<file path="config.mk">
export PLATFORM = sky130hd
export DESIGN_NAME = cmws_split
export DESIGN_NICKNAME = d
export VERILOG_FILES = /design/src/hw/rtl/cmws_pkg.sv /design/src/hw/rtl/cmws_split.sv
export SDC_FILE = /design/constraint.sdc
export NUM_CORES = 1
export LEC_CHECK = 0
export BUFFER_PORTS_ARGS = -buffer_cell sky130_fd_sc_hd__buf_2
export CORE_UTILIZATION = 40
export DETAILED_ROUTE_END_ITERATION = 6
export PLACE_DENSITY_LB_ADDON = 0.15
export SLEW_MARGIN = 25
export SYNTH_ARGS = -nofsm -noshare
export SYNTH_HDL_FRONTEND = slang
export SYNTH_SLANG_ARGS = --single-unit
</file>
<file path="constraint.sdc">
create_clock -name clk -period 5.89 [get_ports clk]
set_clock_uncertainty 0.2 [all_clocks]
set_input_delay 0.589 -clock clk [delete_from_list [all_inputs] [get_ports clk]]
set_output_delay 0.589 -clock clk [all_outputs]
set_load 0.005 [all_outputs]
</file>
<file path="src/hw/rtl/cmws_pkg.sv">
// Shared constants, payload types and helpers for the command line word splitter.
package cmws_pkg;

	localparam int MAX_WORDS_DEFAULT = 2;
	localparam int WORD_SLOT_DEFAULT = 8;

	localparam int OUT_WORD_W = 56;
	localparam int LEN_W      = 3;
	localparam int COUNT_W    = 2;
	localparam int STATUS_W   = 2;
	localparam int NUM_SLOTS  = 2;

	localparam logic [7:0] CHAR_SPACE = 8'h20;
	localparam logic [7:0] CHAR_TAB   = 8'h09;
	localparam logic [7:0] CHAR_CR    = 8'h0D;
	localparam logic [7:0] CHAR_NL    = 8'h0A;

	localparam logic [STATUS_W-1:0] STATUS_OK   = 2'd0;
	localparam logic [STATUS_W-1:0] STATUS_LONG = 2'd1;
	localparam logic [STATUS_W-1:0] STATUS_MANY = 2'd2;

	typedef struct packed {
		logic [7:0] rx_byte;
	} rx_word_t;

	typedef struct packed {
		logic [OUT_WORD_W-1:0] first_word;
		logic [OUT_WORD_W-1:0] second_word;
		logic [LEN_W-1:0]      first_length;
		logic [LEN_W-1:0]      second_length;
		logic [COUNT_W-1:0]    words_found;
		logic [STATUS_W-1:0]   line_status;
	} line_result_t;

	function automatic logic is_separator(input logic [7:0] b);
		return (b == CHAR_SPACE) || (b == CHAR_TAB) || (b == CHAR_CR);
	endfunction

endpackage

</file>
<file path="src/hw/rtl/cmws_split.sv">
// Line state of the splitter: phase, word and char indexes, word store, result view.
module cmws_split
	import cmws_pkg::*;
#(
	parameter int MAX_WORDS = MAX_WORDS_DEFAULT,
	parameter int WORD_SLOT = WORD_SLOT_DEFAULT
) (
	input  logic         clk,
	input  logic         arst_n,
	input  logic         step,
	input  logic [7:0]   rx_byte,
	output line_result_t res
);

	localparam int CHARS = WORD_SLOT - 1;
	localparam int WB    = 8 * CHARS;
	localparam int CW    = $clog2(WORD_SLOT);
	localparam int WIW   = $clog2(MAX_WORDS + 1);
	localparam logic [WIW-1:0] MAX_IDX   = WIW'(MAX_WORDS);
	localparam logic [CW-1:0]  CHAR_LIM  = CW'(CHARS);

	typedef enum logic [1:0] {PH_SKIP, PH_WORD, PH_TAIL, PH_DISCARD} phase_t;

	phase_t              phase_q, phase_d;
	logic [WIW-1:0]      word_index_q, word_index_d;
	logic [CW-1:0]       char_index_q, char_index_d;
	logic [WB-1:0]       store_q [NUM_SLOTS];
	logic [WB-1:0]       store_d [NUM_SLOTS];
	logic [CW-1:0]       len_q [NUM_SLOTS];
	logic [CW-1:0]       len_d [NUM_SLOTS];
	logic [STATUS_W-1:0] error_q, error_d;

	logic           sep;
	logic           in_word;
	logic [CW-1:0]  eff_char;
	logic [WIW-1:0] next_index;
	logic [WIW-1:0] found;

	assign sep        = is_separator(rx_byte);
	assign in_word    = (phase_q == PH_WORD) || ((phase_q == PH_SKIP) && !sep);
	assign eff_char   = (phase_q == PH_SKIP) ? '0 : char_index_q;
	assign next_index = WIW'(word_index_q + 1'b1);

	always_comb begin
		phase_d      = phase_q;
		word_index_d = word_index_q;
		char_index_d = char_index_q;
		error_d      = error_q;
		store_d      = store_q;
		len_d        = len_q;
		if (rx_byte == CHAR_NL) begin
			phase_d      = PH_SKIP;
			word_index_d = '0;
			char_index_d = '0;
			error_d      = STATUS_OK;
			for (int j = 0; j < NUM_SLOTS; j++) begin
				store_d[j] = '0;
				len_d[j]   = '0;
			end
		end else if (in_word) begin
			if (sep) begin
				word_index_d = next_index;
				char_index_d = '0;
				phase_d      = (next_index >= MAX_IDX) ? PH_TAIL : PH_SKIP;
			end else if (eff_char < CHAR_LIM) begin
				for (int j = 0; j < NUM_SLOTS; j++) begin
					if (word_index_q == WIW'(j)) begin
						for (int k = 0; k < CHARS; k++) begin
							if (eff_char == CW'(k)) begin
								store_d[j][8*k +: 8] = rx_byte;
							end
						end
						len_d[j] = CW'(eff_char + 1'b1);
					end
				end
				char_index_d = CW'(eff_char + 1'b1);
				phase_d      = PH_WORD;
			end else begin
				error_d = STATUS_LONG;
				phase_d = PH_DISCARD;
			end
		end else if ((phase_q == PH_TAIL) && !sep) begin
			error_d = STATUS_MANY;
			phase_d = PH_DISCARD;
		end
	end

	always_ff @(posedge clk or negedge arst_n) begin
		if (!arst_n) begin
			phase_q      <= PH_SKIP;
			word_index_q <= '0;
			char_index_q <= '0;
			error_q      <= STATUS_OK;
			for (int j = 0; j < NUM_SLOTS; j++) begin
				store_q[j] <= '0;
				len_q[j]   <= '0;
			end
		end else if (step) begin
			phase_q      <= phase_d;
			word_index_q <= word_index_d;
			char_index_q <= char_index_d;
			error_q      <= error_d;
			store_q      <= store_d;
			len_q        <= len_d;
		end
	end

	assign found = (phase_q == PH_WORD) ? next_index : word_index_q;

	always_comb begin
		res = '0;
		res.line_status = error_q;
		if (error_q == STATUS_OK) begin
			res.first_word    = OUT_WORD_W'(store_q[0]);
			res.second_word   = OUT_WORD_W'(store_q[1]);
			res.first_length  = LEN_W'(len_q[0]);
			res.second_length = LEN_W'(len_q[1]);
			res.words_found   = (int'(found) > 3) ? 2'd3 : COUNT_W'(found);
		end
	end

endmodule

</file>
---- Yosys cells after proc, flatten, opt, wreduce, memory -nomap -nowiden ----
Cells that the tools add are included.
operators by class
  add/subtract/negate cells ............... 2
  $lt $le $gt $ge ......................... 2
  eq/ne operators ......................... 16
  muxes and demuxes ....................... 40
  reductions and logical operators ........ 44
operators by type and width
  cell                                                 count
  two-way mux 112 bit                                  4
  two-way mux 120 bit                                  1
  two-way mux 56 bit                                   2
  AND reduction 6 bit                                  14
  two-way mux 8 bit                                    7
  two-way mux 2 bit                                    15
  equality test 8 x 4 -> 1 bit, second input constant  3
  two-way mux 6 bit                                    4
  nonzero test 2 bit                                   12
  two-way mux 3 bit                                    7
  AND reduction 5 bit                                  2
  equality test 3 bit, second input constant           3
  equality test 8 x 6 -> 1 bit, second input constant  1
  equality test 3 x 2 -> 1 bit, second input constant  2
  zero test 2 bit                                      3
  AND reduction 3 bit                                  2
  nonzero test 3 bit                                   2
  equality test 2 x 1 -> 1 bit, second input constant  2
  AND reduction 4 bit                                  1
  adder 3 x 1 -> 3 bit, second input constant          1
  equality test 3 x 1 -> 1 bit, second input constant  1
  zero test 3 bit                                      1
  logical OR 1 bit                                     3
  less-than comparator 3 bit, second input constant    1
  9 further kinds                                      10
storage, ports and cells
  flip-flop bits (word level) ............. 127
  input bits .............................. 11
  output and inout port bits .............. 122
  logic and storage cells ................. 124

---- Longest topological paths before layout ----
Gate-level depths: netlist of run 1.
  depth after elaboration ................. 9
  mapped depth ............................ 8

---- Worst setup path after synthesis of run 1 ----
No wires, ideal clock.
  path kind ............................... in2reg
  start point ............................. input rx_byte[0]
  end point ............................... register store_q[100] (netlist bit)
  setup time .............................. 0.125 ns
  data arrival time ....................... 2.257 ns
  slack ................................... 3.309 ns
  stages .................................. 6
  cell sequence ........................... nor4b_1 and2_1 nand2_2 buf_6 a211oi_2 mux2_2
between the ends
  word-level cells in the longest chain between the ends .. 8
ends and longest elaborated chain
  element                                                                       RTL line           text
  start, declared                                                               cmws_split.sv:11   input logic [7:0] rx_byte,
  equality test 8 x 6 -> 1 bit or equality test 8 x 4 -> 1 bit (tied branches)  cmws_pkg.sv:36     return (b == CHAR_SPACE) || (b == CHAR_TAB) || (b == CHAR_CR);
  logical OR 1 bit (2 in a row)                                                 cmws_pkg.sv:36
  zero test 1 bit                                                               cmws_split.sv:40   assign in_word = (phase_q == PH_WORD) || ((phase_q == PH_SKIP) && !sep);
  logical AND 1 bit                                                             cmws_split.sv:40
  logical OR 1 bit                                                              cmws_split.sv:40
  nonzero test 2 bit (no source line)                                           -
  AND reduction 6 bit (no source line)                                          -
  end signal, assigned                                                          cmws_split.sv:103  store_q <= store_d;
  end, declared                                                                 cmws_split.sv:27   logic [WB-1:0] store_q [NUM_SLOTS];
Several ways; a longest one is shown, not always the timed one.
A chain may end at the register's enable or synchronous reset.

---- Worst setup path after layout of run 1 ----
  start point ............................. input rx_byte[4]
  end point ............................... register store_q[58] (netlist bit)
The elaborated chain is that of the path after synthesis.

==> flow_summary.yaml, run 1 <==
worst_setup_path:
  r2r_start: "phase_q[1]$_DFFE_PN0P_"
  r2r_cells: 5
  worst_setup_path_end_kind: "register"
  endpoint: "store_q[58]$_DFFE_PN0P_"
  critPathLaunch: "rx_byte[4]"
  cp_max_fo: 16
  worstPathArrival_ps: 3250
  cp.required_ps: 5990
  path_class: "primary input to register"
  critPathLaunchType: "primary input"
  r2r_setup_slack_ps: 3040
  reg2reg_to: "store_q[58]$_DFFE_PN0P_"
cts:
  cts_post_setup_buffers_inserted: 0
  cts_tree: "built"
  cts_max_level: 4
  cts_root_buf: "clkbuf_16"
  cts_resized: 0
  numCtsBuffers: 17
  cts_hold_buf: 0
  cts_max_path_buffers: 2
  clk_pin_slew_ps: 60
  cts.sink_count: 127
  clk_latency_ps: 420
timing:
  setup_tns_ps: 0
  max_freq_ghz: 0.3178
  tightest_slew_ps: 876.6
  finalSetupViolCount: 0
  grt_setup_unrepaired: "no"
  maxSlewHeadroom: 0.4146
  fin_hold_ws_ps: -4.820
  hold_viol_final: 11
  fin_crit_ps: 3146
  post-route-period-util: 0.5342
  slew_viol_final: 0
logic_synthesis:
  synth_top_family_by_area: "multiplexers"
  syn_inst: 488
  ys_warn_count: 0
  ys_async_sr_fraction: 1.000
  postSynthAreaPerCell_um2: 12.60
  synth_compound_area_frac: 0.06611
  postSynthNetCount: 506
  synth-edff-count: 0
  synth_seq_cells: 127
  synth_xor_area_frac: 0.001424
  synthMuxAreaShare: 0.2213
  synth_top_cell_by_area: "dfrtp_1"
  netlist_area_um2: 6151
  yosysMostFrequentCell: "dfrtp_1"
  synth_fa_ha_area_frac: 0.01424
  synth_common_cells: "dfrtp_1, mux2_2, and2_1"
  ys_top_cells_by_area: "dfrtp_1, mux2_2, and2_1"
  ys_types: 42
  yosysTopAreaCellShare: 0.5167
  synth_simple_gate_area_frac: 0.1566
  synth_seq_area_share: 0.5167
  synth_flop_cell: "dfrtp_1"
place:
  place_congestion: 0.7861
  port_buffers: 132
  hpwl_um: 10290
  place_area_um2: 6998
floorplanning:
  die-area_um2: 15880
  die_y_um: 126.0
  start_util: 0.4169
  num_rows: 44
  die_width_um: 126.0
  core_area_um2: 14750
  io_pins: 133
detailed_routing:
  vias: 4183
  drc_errors: 0
  drtIter0Drc: 137
  ant_nets: 0
  dr.pass1.iters: 4
  wl_per_cell_um: 18.33
  vias_per_cell: 5.133
  wl_um: 14940
pwr:
  p_per_area_nw_per_um2: 405.2
  p_int_mw: 2.190
  p_clk_frac: 0.325
  power.share.sequential: 0.457
  p_comb_frac: 0.218
  p_switching_mw: 0.8792
  p_sw_frac: 0.2865
  p_leak_nw: 3.786
  vdd_drop_max_v: 0.0001903
run:
  cap_viol_max_count: 0
worst_hold_path:
  hold_path.class: "primary input to asynchronous set/reset pin"
layout:
  drive_above_1_share: 0.4913
  fill_cells: 1354
  n_antenna_cell: 0
  stdcell_area_um2: 7575
  nets: 636
  areaGrowthSynthToFinish_pct: 23.15
outcome:
  violations: "hold timing"
  status: "complete, but fails checks"
grt:
  globalRouteTotalUtil: 0.2012
  grt_pass1_wl_um: 24210
  grt_start_max_net_pins: 83
  grt_overflow: 0
  grt_pass1_vias: 4383
  antenna_found_initial: 0
[through the flow]
step	power (mW)	instances	hold slack (ps)	util	setup WS [ps]
4_1_cts	3.103	815	2.246	0.5131	2730
2_1_floorplan	1.879	488	93.41	-	3309
5_1_grt	3.253	815	38.17	0.5134	2561
6_report	3.069	815	-4.820	0.5134	2744
3_5_place_dp	2.088	783	286.9	0.4743	2300
3_3_place_gp	2.058	782	281.2	0.4724	2407
[worst min path at each step]
stage                                       end  slack (ps)  depth (start not counted)
floorplan           char_index_q[0]$_DFFE_PN0P_          90                          0
global placement         store_q[9]$_DFFE_PN0P_         280                          1
detailed placement      store_q[19]$_DFFE_PN0P_         290                          1
CTS                        len_q[5]$_DFFE_PN0P_           2                          1
global route             error_q[0]$_DFFE_PN0P_          40                          1
finish                     len_q[5]$_DFFE_PN0P_          -5                          1
[state kept, by name, indices dropped and copies added, names as in the netlist]
signal        flops
len_q             6
word_index_q      2
char_index_q      3
error_q           2
phase_q           2
store_q         112
[power by group through the flow]
stage	Clock [mW]	Combinational [mW]	Sequential (mW)
after global routing	1.06	0.742	1.45
after floorplan	0	0.552	1.33
after CTS	1.02	0.677	1.40
final	0.997	0.670	1.40
after global placement	0	0.651	1.41
after detailed placement	0	0.673	1.41
[cells in the final DEF, fill, tap and decap left out, types with 3 or more instances in the layout]
cell type	instances
a211oi_2	6
inv_6	3
nand2_1	11
mux2_2	120
clkbuf_8	3
nor2_1	6
buf_4	5
clkbuf_16	17
ha_1	7
inv_1	7
buf_2	131
and2_1	119
clkinvlp_4	4
o21ai_0	7
a21oi_1	3
nor3_1	3
clkinv_2	4
dfrtp_1	127
and3_1	3
a211oi_4	6
nor2b_1	3
[final cells by class]
class                   count  area (µm²)  share of cell area
clock buffers              20       466.7             0.06161
inverters                   7       26.28            0.003469
well taps                 184       230.2             0.03039
flip-flops and latches    127        3178              0.4196
multi-input cells         327        2835              0.3743
clock inverters            12       106.4             0.01404
repair buffers            138       732.0             0.09663
[worst max-delay path: stages]
cell and delay, ps:
buf_2 210, nor3_1 490, and3_1 580, a21oi_2 210, a211oi_2 740, mux2_2 420
[kinds of logic (layout without fill, tap and decap cells)]
logic type,count (synthesis),count (layout)
fa+ha+maj,7,7
compound gates,41,41
mux,121,121
xor+xnor,1,1
simple gates,157,157
buf+inv,34,177
flops,127,127
[per-layer routing]
metal / part of all wire / wire length, µm / vias to the layer above / global-route usage
met5: 0 / 0 / - / 0
met4: 0.0076 / 114 / 0 / 0.05953
met3: 0.047 / 697 / 10 / 0.05650
met2: 0.46 / 6863 / 108 / 0.3094
met1: 0.49 / 7266 / 2132 / 0.2767
li1: - / - / 1933 / -
Power figures use the tool's default switching activity.
==> run 2: changes to the inputs <==
Clock period 5.89 ns to 2.9 ns, I/O delays scaled along.
==> run 2 against run 1 <==
The flow now finishes without violations. Register-to-register slack lost 2900 ps. Worst setup slack got worse by 2600 ps. Largest cell class unchanged. Sequential power grew 100%. Worst hold slack better by 29 ps. Largest power group unchanged. Sequential share of layout area fell by 0.67 points. Design area grew 1.6%.
==> flow_summary.yaml, run 2 (synthesized netlist as in run 1, its figures left out) <==
outcome:
  status: "finished clean"
cts:
  cts_tree: "built"
  cts_root_buf: "clkbuf_16"
  clk_latency_ps: 420
  cts_max_path_buffers: 2
  numCtsBuffers: 17
  cts_max_level: 4
  clk_pin_slew_ps: 50
  cts.sink_count: 127
pwr:
  vdd_drop_max_v: 0.0004424
  p_leak_nw: 3.867
  p_per_area_nw_per_um2: 811.6
worst_setup_path:
  path_buf_inv: 0
  cp_max_fo: 11
  crit_chain: "a41oi_1, o21a_1, a21oi_2, a211oi_2, mux2_2"
  critPathLaunchType: "register"
  slowest_stage: "a211oi_2"
  cp.required_ps: 2990
  worstPathArrival_ps: 2830
  slowest_delay_ps: 720
  crit_family: "compound AO/OA/AOI/OAI gates"
  r2r_cells: 5
  worst_setup_path_end_kind: "register"
  path_class: "register to register"
  worst-path-stages: 5
place:
  hpwl_um: 10420
  place_congestion: 0.8303
  pre_cts_ws_ps: 182.8
  dpl.cell_count: 797
  port_buffers: 132
  place_area_um2: 7108
grt:
  globalRouteTotalUtil: 0.2050
  grt_pass1_wl_um: 24650
  grt_overflow: 0
  antenna_found_initial: 1
  grt_pass1_vias: 4416
  grt_start_max_net_pins: 70
timing:
  hold_viol_final: 0
  post-route-period-util: 0.9436
  setup_tns_ps: 0
  slew_viol_final: 0
  maxSlewHeadroom: 0.4234
  fin_crit_ps: 2737
  grt_setup_unrepaired: "no"
  fin_ws_ps: 163.4
  tightest_slew_ps: 863.3
  max_freq_ghz: 0.3654
  finalSetupViolCount: 0
detailed_routing:
  ant_nets: 0
  dr.pass1.iters: 4
  wl_per_cell_um: 18.21
  vias: 4223
  vias_per_cell: 5.094
  drtIter0Drc: 156
  wl_um: 15100
  drc_errors: 0
floorplanning:
  start_util: 0.4169
  core_area_um2: 14750
  num_rows: 44
  die-area_um2: 15880
  io_pins: 133
  die_width_um: 126.0
  die_y_um: 126.0
run:
  cap_viol_max_count: 0
layout:
  largest_register: "store_q"
  n_antenna_cell: 0
  final_cell_mix: "buf_2, dfrtp_1, mux2_2"
  layout.cells.non_filler: 829
  reg_top3: "store_q: 112 flops, len_q: 6 flops, char_index_q: 3 flops"
  drive_above_1_share: 0.4961
  areaGrowthSynthToFinish_pct: 25.14
  final_common_cell: "buf_2"
  stdcell_area_um2: 7697
  largest_reg_flops: 112
  nets: 651
worst_hold_path:
  whs_path_depth: 2
  hold_path.class: "primary input to register"
## run 2: cell types whose count changed in the layout (fill, tap and decap cells not counted), sizes merged
cell         before  now
clkbuf           20   26
inv              10    7
clkinvlp          4    1
dlygate4sd3       0    1
buf             138  152
clkinv            4    3
## run 2: metrics by stage
| stage | utilization | hold slack (ps) | power (mW) |
|---|---|---|---|
| 6_report | 0.5217 | 24.30 | 6.247 |
| 5_1_grt | 0.5217 | 29.72 | 6.620 |
| 4_1_cts | 0.5212 | 4.472 | 6.313 |
| 3_5_place_dp | 0.4818 | 242.1 | 4.253 |
| 3_3_place_gp | 0.4818 | 241.0 | 4.175 |
| 2_1_floorplan | - | -205.6 | 3.815 |
## run 2: layer usage
layer  GRT usage  share of wire  vias to the layer above
met5           0        0.00086                        -
met4     0.07300          0.015                        2
met3     0.05820          0.053                       20
met2      0.3224           0.47                      114
met1      0.2707           0.47                     2112
li1            -              -                     1975
## run 2: path summary, 6_finish.rpt
path | startpoint | end | slack [ps]
setup / recovery | phase_q[1]$_DFFE_PN0P_ | store_q[102]$_DFFE_PN0P_ | 160
hold / removal | step | phase_q[1]$_DFFE_PN0P_ | 20
setup reg to reg | phase_q[1]$_DFFE_PN0P_ | store_q[102]$_DFFE_PN0P_ | 160
hold reg to reg | store_q[107]$_DFFE_PN0P_ | store_q[107]$_DFFE_PN0P_ | 290
max in group asynchronous | arst_n | store_q[20]$_DFFE_PN0P_ | 1470
min in group asynchronous | arst_n | store_q[46]$_DFFE_PN0P_ | 320
## run 2: layout make-up
| type | count | area (µm²) |
|---|---|---|
| clock inverter | 5 | 52.55 |
| inverter | 7 | 26.28 |
| multi-input combinational | 327 | 2843 |
| fill | 1293 | 7057 |
| tap | 184 | 230.2 |
| timing repair buffer | 153 | 848.3 |
| clock buffer | 26 | 519.2 |
| sequential | 127 | 3178 |
## run 2: where the power goes
| group | internal (mW) | switching, mW |
|---|---|---|
| sequential | 2.46 | 0.374 |
| clock | 1.30 | 0.720 |
| combinational | 0.755 | 0.630 |
| total | 4.52 | 1.72 |
## run 2: worst reg2reg max path: stages (launching register included)
cell,delay (ps)
dfrtp_1,470
a41oi_1,320
o21a_1,270
a21oi_2,200
a211oi_2,730
mux2_2,420
## run 2: repair_timing
item                                    CTS  global route
endpoints found under the setup margin    0             1
hold buffers                              1             0
buffers inserted                          0             0
gates resized for setup                   0             1
hold endpoints to repair                 61             0
==> run 3: changes to the inputs <==
Settings changed: ABC_AREA from default to 1, CAP_MARGIN from default to 10.
==> run 3 against run 2 <==
Die area is 9.2% higher. Largest power group unchanged. Maximum frequency rose by 13%. Highest routed layer is now met4. Final cell count increased by 56%. Critical path depth is 1 lower. Synthesized cell count up 92%. Flip-flop and latch count did not move. Sequential power fell by 14%. Register-to-register slack better by 350 ps. Core utilization fell by 2.1 points. Clock power rose by 13%. Total power grew 13%. Sequential share of layout area is 2.8 points lower.
==> flow_summary.yaml, run 3 <==
worst_setup_path:
  worst_setup_path_end_kind: "primary output"
  r2r_cells: 11
  r2r_setup_slack_ps: 510
  critPathLaunchType: "register"
  worstPathArrival_ps: 1920
  cp.required_ps: 2410
  path_class: "register to primary output"
  cp_max_fo: 67
  reg2reg_to: "store_q[51]$_DFFE_PN0P_"
  r2r_start: "phase_q[1]$_DFFE_PN0P_"
  critPathLaunch: "error_q[1]$_DFFE_PN0P_"
  endpoint: "res[55]"
layout:
  layout.cells.non_filler: 1296
  reg_top3: "store_q: 112 flops, len_q: 6 flops, char_index_q: 3 flops"
  nets: 1082
  stdcell_area_um2: 8267
  final_cell_mix: "nand2_1, inv_1, nor2_1"
  areaGrowthSynthToFinish_pct: 22.94
  n_antenna_cell: 0
  final_common_cell: "nand2_1"
  final_util: 0.5003
  drive_above_1_share: 0.2026
  largest_reg_flops: 112
  largest_register: "store_q"
grt:
  grt_pass1_wl_um: 30450
  grt_overflow: 0
  antenna_found_initial: 0
  grt_pass1_vias: 5704
  globalRouteTotalUtil: 0.2229
  grt_start_max_net_pins: 113
logic_synthesis:
  ys_async_sr_fraction: 1.000
  yosysMostFrequentCell: "nand2_1"
  synth_seq_area_share: 0.4726
  ys_types: 25
  synth_common_cells: "nand2_1, inv_1, nor2_1"
  synth-edff-count: 0
  yosysTopAreaCellShare: 0.4726
  synth_top_cell_by_area: "dfrtp_1"
  synth_seq_cells: 127
  synth_flop_cell: "dfrtp_1"
  netlist_area_um2: 6724
  postSynthAreaPerCell_um2: 7.176
  postSynthNetCount: 955
  ys_top_cells_by_area: "dfrtp_1, nand2_1, nand3_1"
  syn_inst: 937
  ys_warn_count: 0
detailed_routing:
  wl_um: 18410
  drc_errors: 0
  vias: 6080
  drtIter0Drc: 369
  wl_per_cell_um: 14.20
  ant_nets: 0
  dr.pass1.iters: 6
  vias_per_cell: 4.691
pwr:
  p_per_area_nw_per_um2: 852.6
  power_mw: 7.048
  vdd_drop_max_v: 0.001043
  p_leak_nw: 4.690
timing:
  fin_ws_ps: 485.5
  finalSetupViolCount: 0
  fin_crit_ps: 2414
  setup_tns_ps: 0
  post-route-period-util: 0.8326
  fin_hold_ws_ps: 39.89
  tightest_slew_ps: 744.4
  slew_viol_final: 0
  hold_viol_final: 0
  grt_setup_unrepaired: "no"
  max_freq_ghz: 0.4142
  maxSlewHeadroom: 0.5019
cts:
  cts_tree: "built"
  cts.sink_count: 127
  clk_pin_slew_ps: 50
  cts_post_setup_buffers_inserted: 0
  cts_max_path_buffers: 2
  cts_root_buf: "clkbuf_16"
  clk_latency_ps: 420
  cts_max_level: 4
  cts_resized: 0
  cts_hold_buf: 1
  numCtsBuffers: 17
floorplanning:
  num_rows: 47
  die-area_um2: 17330
  io_pins: 133
  core_area_um2: 16520
  die_width_um: 131.7
  die_y_um: 131.7
  start_util: 0.4069
place:
  hpwl_um: 12020
  port_buffers: 132
  pre_cts_ws_ps: 277.7
  place_congestion: 0.9488
  dpl.cell_count: 1264
  place_area_um2: 7626
outcome:
  status: "finished clean"
run:
  cap_viol_max_count: 0
worst_hold_path:
  hold_path.class: "primary input to register"
## run 3: cell count changes after synthesis, sizes merged, moves of 3 or more
cell / previous run / this run
nand2: 12 / 297
a211oi: 13 / 1
nor2b: 3 / 0
nor2: 7 / 157
mux2: 120 / 0
and3: 3 / 0
nand3: 2 / 143
and2: 119 / 1
nor3: 5 / 1
inv: 7 / 145
buf: 4 / 21
## run 3: report_power, final
part | switching [mW] | leakage (nW) | internal, mW
Sequential | 0.243 | 1.63 | 2.19
Combinational | 1.42 | 2.76 | 0.920
Clock | 0.774 | 0.299 | 1.50
Total | 2.44 | 4.69 | 4.61
## run 3: cells by family after synthesis
kind of cell	Yosys count	synth area share
buffers and inverters	188	0.1131
AOI/OAI and AO/OA	14	0.01247
and+or+nand+nor	601	0.3887
DFF	127	0.4726
adders and majority gates	7	0.01303
## run 3: layout make-up
type | count | area [µm²]
fillers | 1659 | 8258
multi-input cells | 622 | 2793
repair buffers | 151 | 845.8
inverters | 145 | 544.3
clock inverters | 9 | 156.4
well taps | 220 | 275.3
clock buffers | 22 | 474.2
flip-flops and latches | 127 | 3178
## run 3: worst min-delay path by stage
stage | from | endpoint | depth (start not counted)
after floorplan | arst_n | char_index_q[0]$_DFFE_PN0P_ | 0
after global placement | arst_n | store_q[36]$_DFFE_PN0P_ | 1
after detailed placement | arst_n | store_q[36]$_DFFE_PN0P_ | 1
after CTS | rx_byte[5] | store_q[109]$_DFFE_PN0P_ | 3
after global routing | rx_byte[5] | store_q[109]$_DFFE_PN0P_ | 3
final | rx_byte[5] | store_q[69]$_DFFE_PN0P_ | 3
## run 3: worst max-delay path, stage by stage, from the launching register on
cell and delay (ps):
dfrtp_1 370, or2_4 600, buf_12 300, nor2_1 70, buf_2 130
## run 3: per-layer routing
metal	GRT usage	up-vias	part of all wire
li1	-	3079	-
met1	0.3232	2845	0.49
met2	0.3369	141	0.46
met3	0.04552	15	0.041
met4	0.05943	0	0.0079
met5	0	-	0
